===== config.mk =====
export PLATFORM = sky130hd
export DESIGN_NAME = source_tokenizer_core_flat
export DESIGN_NICKNAME = d
export VERILOG_FILES = /design/src/hw/rtl/stok_pkg.sv /design/src/hw/rtl/stok_if.sv /design/src/hw/rtl/source_tokenizer_core.sv /design/src/flat_wrapper.sv
export VERILOG_INCLUDE_DIRS = /design/src /design/src/hw/rtl
export SDC_FILE = /design/constraint.sdc
export NUM_CORES = 1
export LEC_CHECK = 0
export BUFFER_PORTS_ARGS = -buffer_cell sky130_fd_sc_hd__buf_2
export CORE_ASPECT_RATIO = 1.75
export CORE_MARGIN = 5
export CORE_UTILIZATION = 45
export CTS_CLUSTER_SIZE = 25
export DETAILED_ROUTE_END_ITERATION = 7
export GPL_TIMING_DRIVEN = 0
export PLACE_DENSITY = 0.62
export SYNTH_ARGS = -nofsm -noshare
export SYNTH_HDL_FRONTEND = slang
export SYNTH_SLANG_ARGS = --single-unit

===== constraint.sdc =====
create_clock -name clk_i -period 4.4 [get_ports clk_i]
set_input_delay 0.22 -clock clk_i [delete_from_list [all_inputs] [get_ports clk_i]]
set_output_delay 0.22 -clock clk_i [all_outputs]
set_load 0.1 [all_outputs]

===== src/hw/rtl/assert_macros.svh =====
// Assertion macros shared by the RTL. They compile to nothing when SYNTH is set.
`ifndef ASSERT_MACROS_SVH
`define ASSERT_MACROS_SVH
`ifndef SYNTH
// Checks a property at every rising clock edge outside reset.
`define STOK_ASSERT(lbl, prop, msg) \
  lbl: assert property (@(posedge clk_i) disable iff (!rst_ni) (prop)) else $error(msg);
// Checks that the consequent holds in the cycle after the antecedent.
`define STOK_ASSERT_NEXT(lbl, ante, cons, msg) \
  lbl: assert property (@(posedge clk_i) disable iff (!rst_ni) (ante) |=> (cons)) \
    else $error(msg);
`else
`define STOK_ASSERT(lbl, prop, msg)
`define STOK_ASSERT_NEXT(lbl, ante, cons, msg)
`endif
`endif


===== src/hw/rtl/stok_pkg.sv =====
// ----------------------------------------------------------------------------
// Source tokeniser package
// Types, widths and keyword tables shared by the tokeniser files.
// ----------------------------------------------------------------------------
`default_nettype none

package stok_pkg;

  localparam int OffsetWidth = 16;
  localparam int LineWidth   = 16;
  localparam int FieldWidth  = 16;

  localparam int NumKw    = 7;
  localparam int KwIdxW   = $clog2(NumKw);
  localparam int KwMaxLen = 13;
  localparam int KwPosW   = $clog2(KwMaxLen);

  localparam int FifoDepth = 4;
  localparam int FifoPtrW  = $clog2(FifoDepth);
  localparam int FifoCntW  = $clog2(FifoDepth + 1);

  typedef enum logic [2:0] {
    ScanIdle   = 3'd0,
    ScanIdent  = 3'd1,
    ScanNumber = 3'd2,
    ScanDq     = 3'd3,
    ScanSq     = 3'd4,
    ScanEq     = 3'd5,
    ScanBang   = 3'd6
  } scan_mode_e;

  typedef enum logic [4:0] {
    TokIllegal    = 5'd0,
    TokEof        = 5'd1,
    TokAssign     = 5'd2,
    TokPlus       = 5'd3,
    TokMinus      = 5'd4,
    TokSlash      = 5'd5,
    TokAsterisk   = 5'd6,
    TokBang       = 5'd7,
    TokLt         = 5'd8,
    TokGt         = 5'd9,
    TokLparen     = 5'd10,
    TokRparen     = 5'd11,
    TokLbrace     = 5'd12,
    TokRbrace     = 5'd13,
    TokComma      = 5'd14,
    TokSemicolon  = 5'd15,
    TokEq         = 5'd16,
    TokNoteq      = 5'd17,
    TokInt        = 5'd18,
    TokString     = 5'd19,
    TokIdent      = 5'd20,
    TokKwVariable = 5'd21,
    TokKwProc     = 5'd22,
    TokKwRegresa  = 5'd23,
    TokKwSi       = 5'd24,
    TokKwSiNo     = 5'd25,
    TokKwVerdad   = 5'd26,
    TokKwFalso    = 5'd27
  } tok_kind_e;

  typedef struct packed {
    tok_kind_e               kind;
    logic [FieldWidth-1:0]   line;
    logic [FieldWidth-1:0]   start;
    logic [FieldWidth-1:0]   length;
    logic                    last;
  } tok_t;

  // Keyword text, right-justified: the first character sits highest.
  localparam logic [KwMaxLen*8-1:0] KwStr [NumKw] = '{
    "variable", "procedimiento", "regresa", "si", "si_no", "verdadero", "falso"
  };
  localparam logic [KwPosW:0] KwLen [NumKw] = '{
    5'd8, 5'd13, 5'd7, 5'd2, 5'd5, 5'd9, 5'd5
  };

  // Character of keyword k at position pos; zero beyond the keyword's end.
  function automatic logic [7:0] kw_char(logic [KwIdxW-1:0] k, logic [KwPosW-1:0] pos);
    logic [KwPosW:0] sel;
    sel = KwLen[k] - 1'b1 - {1'b0, pos};
    if ({1'b0, pos} < KwLen[k]) begin
      return KwStr[k][8*sel +: 8];
    end
    return 8'h00;
  endfunction

endpackage

`default_nettype wire


===== src/hw/rtl/stok_if.sv =====
// ----------------------------------------------------------------------------
// Source tokeniser channels
// Valid/ready interfaces for source bytes in and tokens out.
// ----------------------------------------------------------------------------
`default_nettype none

interface stok_in_if;
  logic       valid;
  logic       ready;
  logic [7:0] char_byte;
  logic       end_of_source;

  modport source (output valid, output char_byte, output end_of_source, input ready);
  modport sink   (input valid, input char_byte, input end_of_source, output ready);
endinterface

interface stok_out_if;
  logic                           valid;
  logic                           ready;
  logic [4:0]                     token_kind;
  logic [stok_pkg::FieldWidth-1:0] token_line;
  logic [stok_pkg::FieldWidth-1:0] token_start;
  logic [stok_pkg::FieldWidth-1:0] token_length;
  logic                           last_result;

  modport source (output valid, output token_kind, output token_line, output token_start,
                  output token_length, output last_result, input ready);
  modport sink   (input valid, input token_kind, input token_line, input token_start,
                  input token_length, input last_result, output ready);
endinterface

`default_nettype wire


===== src/hw/rtl/source_tokenizer_core.sv =====
// ----------------------------------------------------------------------------
// Source tokeniser core
// Streams source text one byte per word and emits tokens with kind, line,
// start offset and length.
// ----------------------------------------------------------------------------
//  channel    | direction | word
//  tok_in_i   | in        | char_byte, end_of_source
//  tok_out_o  | out       | token_kind, token_line, token_start, token_length,
//             |           | last_result
//
// Each input word is scanned in the cycle it is accepted; up to two tokens go
// into a four-entry output queue, so one byte per cycle is taken while two entries are free.
// A word may yield two tokens; tok_in_i.ready
// falls while the queue has fewer than two free entries.
// After reset the scanner is idle at line one, offset zero; the queue is empty.
// An end word flushes the pending token, emits EOF and restarts the counters.
`default_nettype none

`include "assert_macros.svh"

module source_tokenizer_core (
  input  logic            clk_i,
  input  logic            rst_ni,
  stok_in_if.sink         tok_in_i,
  stok_out_if.source      tok_out_o
);

  localparam logic [stok_pkg::OffsetWidth-1:0] OffMax = '1;
  localparam logic [stok_pkg::LineWidth-1:0]   LineMax = '1;

  function automatic logic [stok_pkg::OffsetWidth-1:0] off_inc(
      logic [stok_pkg::OffsetWidth-1:0] x);
    return (x == OffMax) ? x : x + 1'b1;
  endfunction

  function automatic logic [stok_pkg::FieldWidth-1:0] off_field(
      logic [stok_pkg::OffsetWidth-1:0] x);
    return stok_pkg::FieldWidth'(32'(x));
  endfunction

  function automatic logic [stok_pkg::FieldWidth-1:0] line_field(
      logic [stok_pkg::LineWidth-1:0] x);
    return stok_pkg::FieldWidth'(32'(x));
  endfunction

  // Scanner state.
  stok_pkg::scan_mode_e                 mode_q, mode_d;
  logic [stok_pkg::OffsetWidth-1:0]     begin_q, begin_d;
  logic [stok_pkg::OffsetWidth-1:0]     count_q, count_d;
  logic [stok_pkg::OffsetWidth-1:0]     idx_q, idx_d;
  logic [stok_pkg::LineWidth-1:0]       line_q, line_d;
  logic [stok_pkg::NumKw-1:0]           flags_q, flags_d;

  // Output queue.
  stok_pkg::tok_t                       fifo_q [stok_pkg::FifoDepth];
  logic [stok_pkg::FifoPtrW-1:0]        wr_q, rd_q;
  logic [stok_pkg::FifoCntW-1:0]        cnt_q, cnt_d;

  logic [7:0] c;
  logic       eos;
  logic       in_acc;
  logic       pop;
  logic       is_letter, is_digit;

  // Decode of a byte seen between tokens.
  stok_pkg::scan_mode_e             idle_mode;
  logic [stok_pkg::OffsetWidth-1:0] idle_begin;
  logic [stok_pkg::OffsetWidth-1:0] idle_count;
  logic                             idle_start;
  logic                             idle_emit;
  logic                             idle_nl;
  stok_pkg::tok_kind_e              idle_kind;

  logic [stok_pkg::NumKw-1:0]       flags_first, flags_hit;
  stok_pkg::tok_kind_e              ident_kind;

  logic                             restart;
  logic                             pend_v, sec_v;
  stok_pkg::tok_kind_e              pend_kind, sec_kind;
  logic [stok_pkg::FieldWidth-1:0]  pend_start, pend_len, sec_len;
  stok_pkg::tok_t                   tok_a, tok_b;
  logic [1:0]                       n_push;

  assign c      = tok_in_i.char_byte;
  assign eos    = tok_in_i.end_of_source;
  assign in_acc = tok_in_i.valid && tok_in_i.ready;
  assign pop    = tok_out_o.valid && tok_out_o.ready;

  assign is_letter = (c >= "a" && c <= "z") || (c >= "A" && c <= "Z");
  assign is_digit  = (c >= "0" && c <= "9");

  // Running keyword match: position 0 for a new identifier, count_q otherwise.
  always_comb begin
    for (int k = 0; k < stok_pkg::NumKw; k++) begin
      flags_first[k] = (c == stok_pkg::kw_char(stok_pkg::KwIdxW'(k), '0));
      flags_hit[k]   = (count_q < stok_pkg::OffsetWidth'(stok_pkg::KwLen[k])) &&
                       (c == stok_pkg::kw_char(stok_pkg::KwIdxW'(k),
                                               count_q[stok_pkg::KwPosW-1:0]));
    end
  end

  // The lowest-numbered keyword whose flag survives and whose length matches.
  always_comb begin
    ident_kind = stok_pkg::TokIdent;
    for (int k = stok_pkg::NumKw - 1; k >= 0; k--) begin
      if (flags_q[k] && count_q == stok_pkg::OffsetWidth'(stok_pkg::KwLen[k])) begin
        ident_kind = stok_pkg::tok_kind_e'(5'(stok_pkg::TokKwVariable) + 5'(k));
      end
    end
  end

  always_comb begin
    idle_mode  = stok_pkg::ScanIdle;
    idle_begin = idx_q;
    idle_count = '0;
    idle_start = 1'b0;
    idle_emit  = 1'b0;
    idle_nl    = 1'b0;
    idle_kind  = stok_pkg::TokIllegal;
    unique case (c)
      "\n": idle_nl = 1'b1;
      "\r", " ", "\t": ;
      "=": begin
        idle_mode  = stok_pkg::ScanEq;
        idle_start = 1'b1;
      end
      "!": begin
        idle_mode  = stok_pkg::ScanBang;
        idle_start = 1'b1;
      end
      "\"": begin
        idle_mode  = stok_pkg::ScanDq;
        idle_begin = off_inc(idx_q);
        idle_start = 1'b1;
      end
      "'": begin
        idle_mode  = stok_pkg::ScanSq;
        idle_begin = off_inc(idx_q);
        idle_start = 1'b1;
      end
      "+": begin idle_emit = 1'b1; idle_kind = stok_pkg::TokPlus;      end
      "-": begin idle_emit = 1'b1; idle_kind = stok_pkg::TokMinus;     end
      "/": begin idle_emit = 1'b1; idle_kind = stok_pkg::TokSlash;     end
      "*": begin idle_emit = 1'b1; idle_kind = stok_pkg::TokAsterisk;  end
      "<": begin idle_emit = 1'b1; idle_kind = stok_pkg::TokLt;        end
      ">": begin idle_emit = 1'b1; idle_kind = stok_pkg::TokGt;        end
      "(": begin idle_emit = 1'b1; idle_kind = stok_pkg::TokLparen;    end
      ")": begin idle_emit = 1'b1; idle_kind = stok_pkg::TokRparen;    end
      "{": begin idle_emit = 1'b1; idle_kind = stok_pkg::TokLbrace;    end
      "}": begin idle_emit = 1'b1; idle_kind = stok_pkg::TokRbrace;    end
      ",": begin idle_emit = 1'b1; idle_kind = stok_pkg::TokComma;     end
      ";": begin idle_emit = 1'b1; idle_kind = stok_pkg::TokSemicolon; end
      default: begin
        if (is_letter) begin
          idle_mode  = stok_pkg::ScanIdent;
          idle_count = stok_pkg::OffsetWidth'(1);
          idle_start = 1'b1;
        end else if (is_digit) begin
          idle_mode  = stok_pkg::ScanNumber;
          idle_count = stok_pkg::OffsetWidth'(1);
          idle_start = 1'b1;
        end else begin
          idle_emit = 1'b1;
        end
      end
    endcase
  end

  always_comb begin
    mode_d     = mode_q;
    begin_d    = begin_q;
    count_d    = count_q;
    idx_d      = off_inc(idx_q);
    line_d     = line_q;
    flags_d    = flags_q;
    restart    = 1'b0;
    pend_v     = 1'b0;
    pend_kind  = stok_pkg::TokIllegal;
    pend_start = off_field(begin_q);
    pend_len   = off_field(count_q);

    if (eos) begin
      unique case (mode_q)
        stok_pkg::ScanIdent: begin
          pend_v    = 1'b1;
          pend_kind = ident_kind;
        end
        stok_pkg::ScanNumber: begin
          pend_v    = 1'b1;
          pend_kind = stok_pkg::TokInt;
        end
        stok_pkg::ScanDq, stok_pkg::ScanSq: begin
          pend_v    = 1'b1;
          pend_kind = stok_pkg::TokString;
          pend_len  = '0;
        end
        stok_pkg::ScanEq: begin
          pend_v    = 1'b1;
          pend_kind = stok_pkg::TokAssign;
          pend_len  = stok_pkg::FieldWidth'(1);
        end
        stok_pkg::ScanBang: begin
          pend_v    = 1'b1;
          pend_kind = stok_pkg::TokBang;
          pend_len  = stok_pkg::FieldWidth'(1);
        end
        default: ;
      endcase
      mode_d  = stok_pkg::ScanIdle;
      begin_d = '0;
      count_d = '0;
      idx_d   = '0;
      line_d  = stok_pkg::LineWidth'(1);
      flags_d = '0;
    end else begin
      unique case (mode_q)
        stok_pkg::ScanIdent: begin
          if (is_letter || is_digit || c == "_") begin
            flags_d = flags_q & flags_hit;
            count_d = off_inc(count_q);
          end else begin
            pend_v    = 1'b1;
            pend_kind = ident_kind;
            restart   = 1'b1;
          end
        end
        stok_pkg::ScanNumber: begin
          if (is_digit) begin
            count_d = off_inc(count_q);
          end else begin
            pend_v    = 1'b1;
            pend_kind = stok_pkg::TokInt;
            restart   = 1'b1;
          end
        end
        stok_pkg::ScanDq, stok_pkg::ScanSq: begin
          if ((mode_q == stok_pkg::ScanDq && c == "\"") ||
              (mode_q == stok_pkg::ScanSq && c == "'")) begin
            pend_v    = 1'b1;
            pend_kind = stok_pkg::TokString;
            mode_d    = stok_pkg::ScanIdle;
          end else begin
            count_d = off_inc(count_q);
          end
        end
        stok_pkg::ScanEq, stok_pkg::ScanBang: begin
          pend_v = 1'b1;
          if (c == "=") begin
            pend_kind = (mode_q == stok_pkg::ScanEq) ? stok_pkg::TokEq : stok_pkg::TokNoteq;
            pend_len  = stok_pkg::FieldWidth'(2);
            mode_d    = stok_pkg::ScanIdle;
          end else begin
            pend_kind = (mode_q == stok_pkg::ScanEq) ? stok_pkg::TokAssign
                                                     : stok_pkg::TokBang;
            pend_len  = stok_pkg::FieldWidth'(1);
            restart   = 1'b1;
          end
        end
        default: restart = 1'b1;
      endcase

      // The byte that ended a token, or any byte between tokens, starts afresh.
      if (restart) begin
        mode_d = stok_pkg::ScanIdle;
        if (idle_start) begin
          mode_d  = idle_mode;
          begin_d = idle_begin;
          count_d = idle_count;
          if (idle_mode == stok_pkg::ScanIdent) begin
            flags_d = flags_first;
          end
        end
        if (idle_nl && line_q != LineMax) begin
          line_d = line_q + 1'b1;
        end
      end
    end
  end

  assign sec_v    = eos || (restart && idle_emit);
  assign sec_kind = eos ? stok_pkg::TokEof : idle_kind;
  assign sec_len  = eos ? '0 : stok_pkg::FieldWidth'(1);

  always_comb begin
    tok_b.kind   = sec_kind;
    tok_b.line   = line_field(line_q);
    tok_b.start  = off_field(idx_q);
    tok_b.length = sec_len;
    tok_b.last   = 1'b1;
    if (pend_v) begin
      tok_a.kind   = pend_kind;
      tok_a.line   = line_field(line_q);
      tok_a.start  = pend_start;
      tok_a.length = pend_len;
      tok_a.last   = !sec_v;
    end else begin
      tok_a = tok_b;
    end
  end

  assign n_push = in_acc ? (2'(pend_v) + 2'(sec_v)) : 2'd0;
  assign cnt_d  = cnt_q + stok_pkg::FifoCntW'(n_push) - stok_pkg::FifoCntW'(pop);

  // Two free entries are needed before a word can be taken.
  assign tok_in_i.ready = (cnt_q <= stok_pkg::FifoCntW'(stok_pkg::FifoDepth - 2));

  assign tok_out_o.valid        = (cnt_q != '0);
  assign tok_out_o.token_kind   = fifo_q[rd_q].kind;
  assign tok_out_o.token_line   = fifo_q[rd_q].line;
  assign tok_out_o.token_start  = fifo_q[rd_q].start;
  assign tok_out_o.token_length = fifo_q[rd_q].length;
  assign tok_out_o.last_result  = fifo_q[rd_q].last;

  always_ff @(posedge clk_i or negedge rst_ni) begin
    if (!rst_ni) begin
      mode_q  <= stok_pkg::ScanIdle;
      begin_q <= '0;
      count_q <= '0;
      idx_q   <= '0;
      line_q  <= stok_pkg::LineWidth'(1);
      flags_q <= '0;
      wr_q    <= '0;
      rd_q    <= '0;
      cnt_q   <= '0;
    end else begin
      if (in_acc) begin
        mode_q  <= mode_d;
        begin_q <= begin_d;
        count_q <= count_d;
        idx_q   <= idx_d;
        line_q  <= line_d;
        flags_q <= flags_d;
      end
      wr_q  <= wr_q + stok_pkg::FifoPtrW'(n_push);
      rd_q  <= rd_q + stok_pkg::FifoPtrW'(pop);
      cnt_q <= cnt_d;
    end
  end

  always_ff @(posedge clk_i) begin
    if (n_push != 2'd0) begin
      fifo_q[wr_q] <= tok_a;
    end
    if (n_push == 2'd2) begin
      fifo_q[wr_q + 1'b1] <= tok_b;
    end
  end

  `STOK_ASSERT(a_fifo_bound, cnt_q <= stok_pkg::FifoCntW'(stok_pkg::FifoDepth), "queue overrun")
  `STOK_ASSERT(a_line_nonzero, line_q != '0, "line counter reached zero")
  `STOK_ASSERT(a_ident_len, (mode_q != stok_pkg::ScanIdent) || (count_q != '0), "empty ident")
  `STOK_ASSERT_NEXT(a_eos_restart, in_acc && eos, mode_q == stok_pkg::ScanIdle && idx_q == '0 && line_q == stok_pkg::LineWidth'(1), "end word did not restart scanner")
  `STOK_ASSERT_NEXT(a_idx_moves, in_acc && !eos, idx_q != '0, "byte offset did not advance")

endmodule

`default_nettype wire

===== src/flat_wrapper.sv =====
// flat-port wrapper written by rule: the top's interface ports become plain ports
module source_tokenizer_core_flat 
  (clk_i, rst_ni, tok_in_i_valid, tok_in_i_char_byte, tok_in_i_end_of_source, tok_in_i_ready, tok_out_o_valid, tok_out_o_token_kind, tok_out_o_token_line, tok_out_o_token_start, tok_out_o_token_length, tok_out_o_last_result, tok_out_o_ready);
  stok_in_if tok_in_i_i ();
  stok_out_if tok_out_o_i ();
  input  logic clk_i;
  input  logic rst_ni;
  input wire logic [$bits(tok_in_i_i.valid)-1:0] tok_in_i_valid;
  input wire logic [$bits(tok_in_i_i.char_byte)-1:0] tok_in_i_char_byte;
  input wire logic [$bits(tok_in_i_i.end_of_source)-1:0] tok_in_i_end_of_source;
  output wire logic [$bits(tok_in_i_i.ready)-1:0] tok_in_i_ready;
  output wire logic [$bits(tok_out_o_i.valid)-1:0] tok_out_o_valid;
  output wire logic [$bits(tok_out_o_i.token_kind)-1:0] tok_out_o_token_kind;
  output wire logic [$bits(tok_out_o_i.token_line)-1:0] tok_out_o_token_line;
  output wire logic [$bits(tok_out_o_i.token_start)-1:0] tok_out_o_token_start;
  output wire logic [$bits(tok_out_o_i.token_length)-1:0] tok_out_o_token_length;
  output wire logic [$bits(tok_out_o_i.last_result)-1:0] tok_out_o_last_result;
  input wire logic [$bits(tok_out_o_i.ready)-1:0] tok_out_o_ready;
  assign tok_in_i_i.valid = tok_in_i_valid;
  assign tok_in_i_i.char_byte = tok_in_i_char_byte;
  assign tok_in_i_i.end_of_source = tok_in_i_end_of_source;
  assign tok_in_i_ready = tok_in_i_i.ready;
  assign tok_out_o_valid = tok_out_o_i.valid;
  assign tok_out_o_token_kind = tok_out_o_i.token_kind;
  assign tok_out_o_token_line = tok_out_o_i.token_line;
  assign tok_out_o_token_start = tok_out_o_i.token_start;
  assign tok_out_o_token_length = tok_out_o_i.token_length;
  assign tok_out_o_last_result = tok_out_o_i.last_result;
  assign tok_out_o_i.ready = tok_out_o_ready;
  source_tokenizer_core u_core (.clk_i(clk_i), .rst_ni(rst_ni), .tok_in_i(tok_in_i_i), .tok_out_o(tok_out_o_i));
endmodule

== Word level (Yosys, flattened, before mapping) ==
Memory sizes are Yosys's and may differ from the RTL's.
Index checks and enable logic that the tools add are counted.
Storage, ports and cells
  bits in latches: 0
  input bits: 13
  ROM bits: 0
  flip-flop bits (word level): 81
  RAM bits: 216
  output and inout port bits: 56
  logic and storage cells: 250
  memories: 1
Cells by class
  bitwise operators: 1
  divide/modulo/power cells: 0
  eq/ne operators: 51
  shifts and indexed selects: 7
  reductions and logical operators: 47
  mux-type cells: 100
  order comparisons: 19
  multiply operators: 0
  add/subtract/negate cells: 15
Memories
  u_core.fifo_q: words 4, bits a word 54, rd ports 1, clocked after memory_dff 0, write ports 2, RTL line source_tokenizer_core.sv:55  | stok_pkg::tok_t fifo_q [stok_pkg::FifoDepth];
Operators with widths (number)
  variable part select 104 x 9 -> 8 bit (first input constant): 7
  2-to-1 mux 16 bit: 20
  equality test 8 x 6 -> 1 bit (second input constant): 15
  2-to-1 mux 8 bit: 14
  equality test 8 x 7 -> 1 bit (second input constant): 8
  equality test 8 bit: 7
  2-to-1 mux 54 bit: 1
  adder 16 x 1 -> 16 bit (second input constant): 3
  equality test 16 x 4 -> 1 bit (second input constant): 3
  less-than comparator 16 x 4 -> 1 bit (second input constant): 3
  one-hot mux 16 bit (3 select lines): 1
  one-hot mux 4 bit (12 select lines): 1
  2-to-1 mux 7 bit: 6
  equality test 16 bit (second input constant): 2
  equality test 16 x 3 -> 1 bit (second input constant): 2
  less-than comparator 16 x 3 -> 1 bit (second input constant): 2
  2-to-1 mux 4 bit: 8
  one-hot mux 16 bit (2 select lines): 1
  2-to-1 mux 1 bit: 25
  2-to-1 mux 5 bit: 5
  one-hot mux 5 bit (5 select lines): 1
  logical AND 1 bit: 23
  2-to-1 mux 3 bit: 7
  one-hot mux 5 bit (4 select lines): 1
  other kinds (47): 74

== Logic depth before layout (Yosys ltp) ==
  word-level depth: 16
  depth in mapped cells: 18
  mapped depth without buffers: 13

== Worst setup path before layout ==
OpenSTA, ideal clock, no wires.
  kind: register to register
  start: register u_core.mode_q[0]
  end: memory u_core.fifo_q[0][17] (netlist bit), enable pin
  data arrival time: 4115 ps
  period minus slack after synthesis: 4528 ps
  stages on the path, launching flop included: 14
  library setup time: 413 ps
  slack: -128 ps
  buffers on the path: 2
  data required time: 3987 ps
  path through: dfrtp_1 buf_2 and3b_1 a32o_1 a221o_2 a211oi_1 or4_4 inv_4 ha_1 o21ai_1 nor3_1 nor2_1 inv_1 clkbuf_1
RTL lines
  start, declared: RTL line source_tokenizer_core.sv:47  | stok_pkg::scan_mode_e mode_q, mode_d;
  start signal, assigned: RTL line source_tokenizer_core.sv:316  | mode_q <= stok_pkg::ScanIdle;
  start signal, assigned: RTL line source_tokenizer_core.sv:327  | mode_q <= mode_d;
  end, declared: RTL line source_tokenizer_core.sv:55

==> flow_metrics.py <==
metrics = {
    "timing": {
        "hold_viol": 0,
        "holdWs_ns": 0.105,
        "worst_slack_ns": 0.111,
        "worstMarginPinSlew_ns": 1.18,
        "finalCritPeriodShare_pct": 97.5,
        "finalCriticalPeriod_ns": 4.29,
        "finalMaxSlewViolations": 0,
        "setup_viol": 0,
        "fmax_mhz": 233,
        "fin_skew_ns": 0.0117,
        "finalSetupTns_ns": 0,
        "relSlewSlack_pct": 20.2,
    },
    "clock_tree": {
        "root_buffer": "clkbuf_16",
        "clk_pin_slew_ns": 0.07,
        "cts_max_path_buffers": 3,
        "cts_max_level": 1,
        "clock_latency_ns": 0.55,
        "cts_buffers": 27,
        "cts.sinks": 297,
        "tritoncts": "done",
    },
    "cells_and_area": {
        "area_delta_synth_final_pct": 12.3,
        "multi_input_area_um2": 8230,
        "design_area_um2": 18800,
        "drive_gt1_share_pct": 16.1,
        "antenna_cells": 0,
        "nNetsFinal": 1684,
        "final_core_util_pct": 51.1,
        "stdcell_count": 2141,
        "fillCellCount": 3290,
        "regArea_um2": 7830,
    },
    "die": {
        "die_w_um": 156,
        "die_area_um2": 41400,
        "die_h_um": 265,
        "core_um2": 36900,
        "rows": 93,
        "pin_count": 69,
        "start_util_pct": 45.5,
    },
    "routing": {
        "wire_per_inst_um": 25.2,
        "ant_nets": 0,
        "vias": 13700,
        "viasPerCell": 6.41,
        "drc": 0,
        "drt_iter0_drc": 1090,
        "drt_first_pass_iters": 6,
        "routed_wl_mm": 53.9,
    },
    "synthesis": {
        "synth-edff-count": 148,
        "synth_ff_type": "edfxtp_1",
        "synthCells": 1544,
        "yosys_warnings": 0,
        "syn-cell-area_um2": 16800,
        "async_reset_ff_share_pct": 27.3,
        "avgSynthCellArea_um2": 10.9,
        "synth.net_count": 1582,
        "synth-seq-cells": 297,
        "synth_seq_area_share_pct": 46.7,
        "synth.distinct_cells": 101,
    },
    "worst_setup_path": {
        "crit_fanout": 10,
        "arrival_ns": 4.58,
        "crit_required_ns": 4.69,
        "worstSetupEndpointType": "register",
        "timing.rr.start": "u_core.mode_q[0]",
        "rr_endpoint": "u_core.fifo_q[3][28]",
        "crit_path_end": "u_core.fifo_q[3][28]",
        "cp-start-kind": "register",
        "reg2regPathDepth": 14,
        "reg2reg_slack_ns": 0.11,
        "critPathLaunch": "u_core.mode_q[0]",
        "crit_type": "register to register",
    },
    "power": {
        "irDropWorstVdd_v": 0.000301,
        "powerDensity_nw_per_um2": 563,
        "power_leakage_nw": 6.88,
        "power.total_mw": 10.6,
    },
    "run_status": {
        "status": "complete, no violations",
    },
    "run": {
        "maxCapViolCount": 0,
    },
    "global_routing": {
        "grt_max_degree": 65,
        "first_global_vias": 13900,
        "grt-ovfl-total": 0,
        "grt_pass1_wl_mm": 82.5,
        "use_met3_pct": 3.08,
        "antenna_found_initial": 1,
        "grt-busiest-layer": "met2",
        "grt_usage_pct": 25.8,
        "grt_use_met2_pct": 47.1,
        "met1_usage_pct": 27.5,
    },
    "placed_design": {
        "dp_hpwl_mm": 39.7,
        "dp_slack_ns": -1.88,
        "place_inst": 2087,
        "placed_area_um2": 17800,
        "io_buffers": 66,
        "gp_congestion": 0.988,
    },
    "min_path": {
        "hold_class": "input pin to asynchronous set/reset pin",
    },
}
state kept, by name (all words and copies together) (netlist names), 3 cells and up:
register	cells
u_core.count_q	16
u_core.cnt_q	3
u_core.flags_q	7
u_core.line_q	16
u_core.idx_q	16
u_core.begin_q	16
u_core.mode_q	3
u_core.fifo_q	216
synthesized netlist by cell type, drive strengths merged, types with 6 or more instances:
cell type	n	share of area, %
a22o	74	3.9
clkbuf	93	2.1
nand2b	19	0.71
o2bb2ai	16	0.87
nand3	47	1.4
a31oi	19	0.71
nor2b	16	0.60
and3	13	0.48
nand4b	6	0.31
nand2	93	2.1
nand4	21	0.78
nor2	93	2.5
or3	13	0.51
o21ai	71	2.4
edfxtp	148	26
and2	68	2.5
a211oi	10	0.45
nor4	18	0.71
or4	10	0.47
dfrtp	80	12
ha	24	1.8
a21oi	71	2.2
o211ai	9	0.43
mux4	54	7.2
xor2	12	0.63
o22ai	22	0.82
mux2i	12	0.72
o31ai	17	0.76
inv	32	0.73
a32o	61	3.6
a221o	6	0.37
nor3	24	0.78
or2	9	0.34
dfxtp	68	8.1
o41ai	7	0.41
buf	52	1.8
a32oi	10	0.52
xnor2	23	1.2
cell families (layout without fill, tap and decap cells):
family,after synthesis,count (layout),synth area share (%)
AND/OR/NAND/NOR,474,474,15.5
AO/OA/AOI/OAI,463,463,21.2
adder cells (fa/ha/maj),25,25,1.91
flip-flops,297,297,46.7
XOR/XNOR,35,35,1.83
multiplexers,70,70,8.23
buffers and inverters,180,302,4.71
routing by layer:
layer,up-vias,part of all wire [%]
li1,6219,-
met5,-,0.024
met3,199,4.9
met4,2,7.2
met2,516,53
met1,6781,35
placed cells by master, fill, tap and decap left out, drive strengths merged, types with 68 or more instances in the layout:
cell and n:
and2 68, nor2 93, clkbuf 134, dfrtp 80, edfxtp 148, nand2 93
a22o 74, a21oi 71, o21ai 71, dfxtp 68, buf 124
final cells by class:
cell class	instances	area share [%]
sequential	297	41.6
multi-input combinational	1067	43.7
inverter	35	0.744
clock inverter	7	0.379
timing repair buffer	75	2.44
buffer	143	3.78
clock buffer	42	4.26
tap	475	3.15
critical path: stages, from the launching register on:
cell      delay, ns
dfrtp_1        0.36
buf_2          0.24
and3b_1        0.25
a32o_1         0.26
a221o_2        0.24
a211oi_1       0.06
or4_4          0.54
inv_4          0.15
ha_2           0.37
o21ai_4        0.27
or2_2          0.15
clkbuf_1       0.50
o21ai_4        0.19
buf_6          0.19
a22o_1         0.24
worst min path at each step:
| stage | slack, ns | start | end | depth (start not counted) |
|---|---|---|---|---|
| 2_1_floorplan | -0.08 | rst_ni | u_core.begin_q[0] | 0 |
| 3_3_place_gp | 0.44 | u_core.fifo_q[2][11] | u_core.fifo_q[2][11] | 1 |
| 3_5_place_dp | 0.14 | rst_ni | u_core.count_q[9] | 1 |
| 4_1_cts | 0.09 | rst_ni | u_core.count_q[5] | 2 |
| 5_1_grt | 0.12 | rst_ni | u_core.count_q[9] | 2 |
| 6_report | 0.10 | rst_ni | u_core.count_q[9] | 2 |
power by group:
part	internal, mW	total [mW]	switching, mW
Clock	1.32	2.36	1.05
Combinational	1.22	4.85	3.63
Sequential	3.22	3.40	0.179
what timing repair did:
action | CTS | global route
cloned | 1 | 0
setup buffers | 5 | 0
gates resized for setup | 28 | 11
hold endpoints to repair | 80 | 0
setup endpoints to repair | 263 | 202
hold buffers | 1 | 0
pin swaps | 3 | 0
Power figures use the tool's default switching activity.
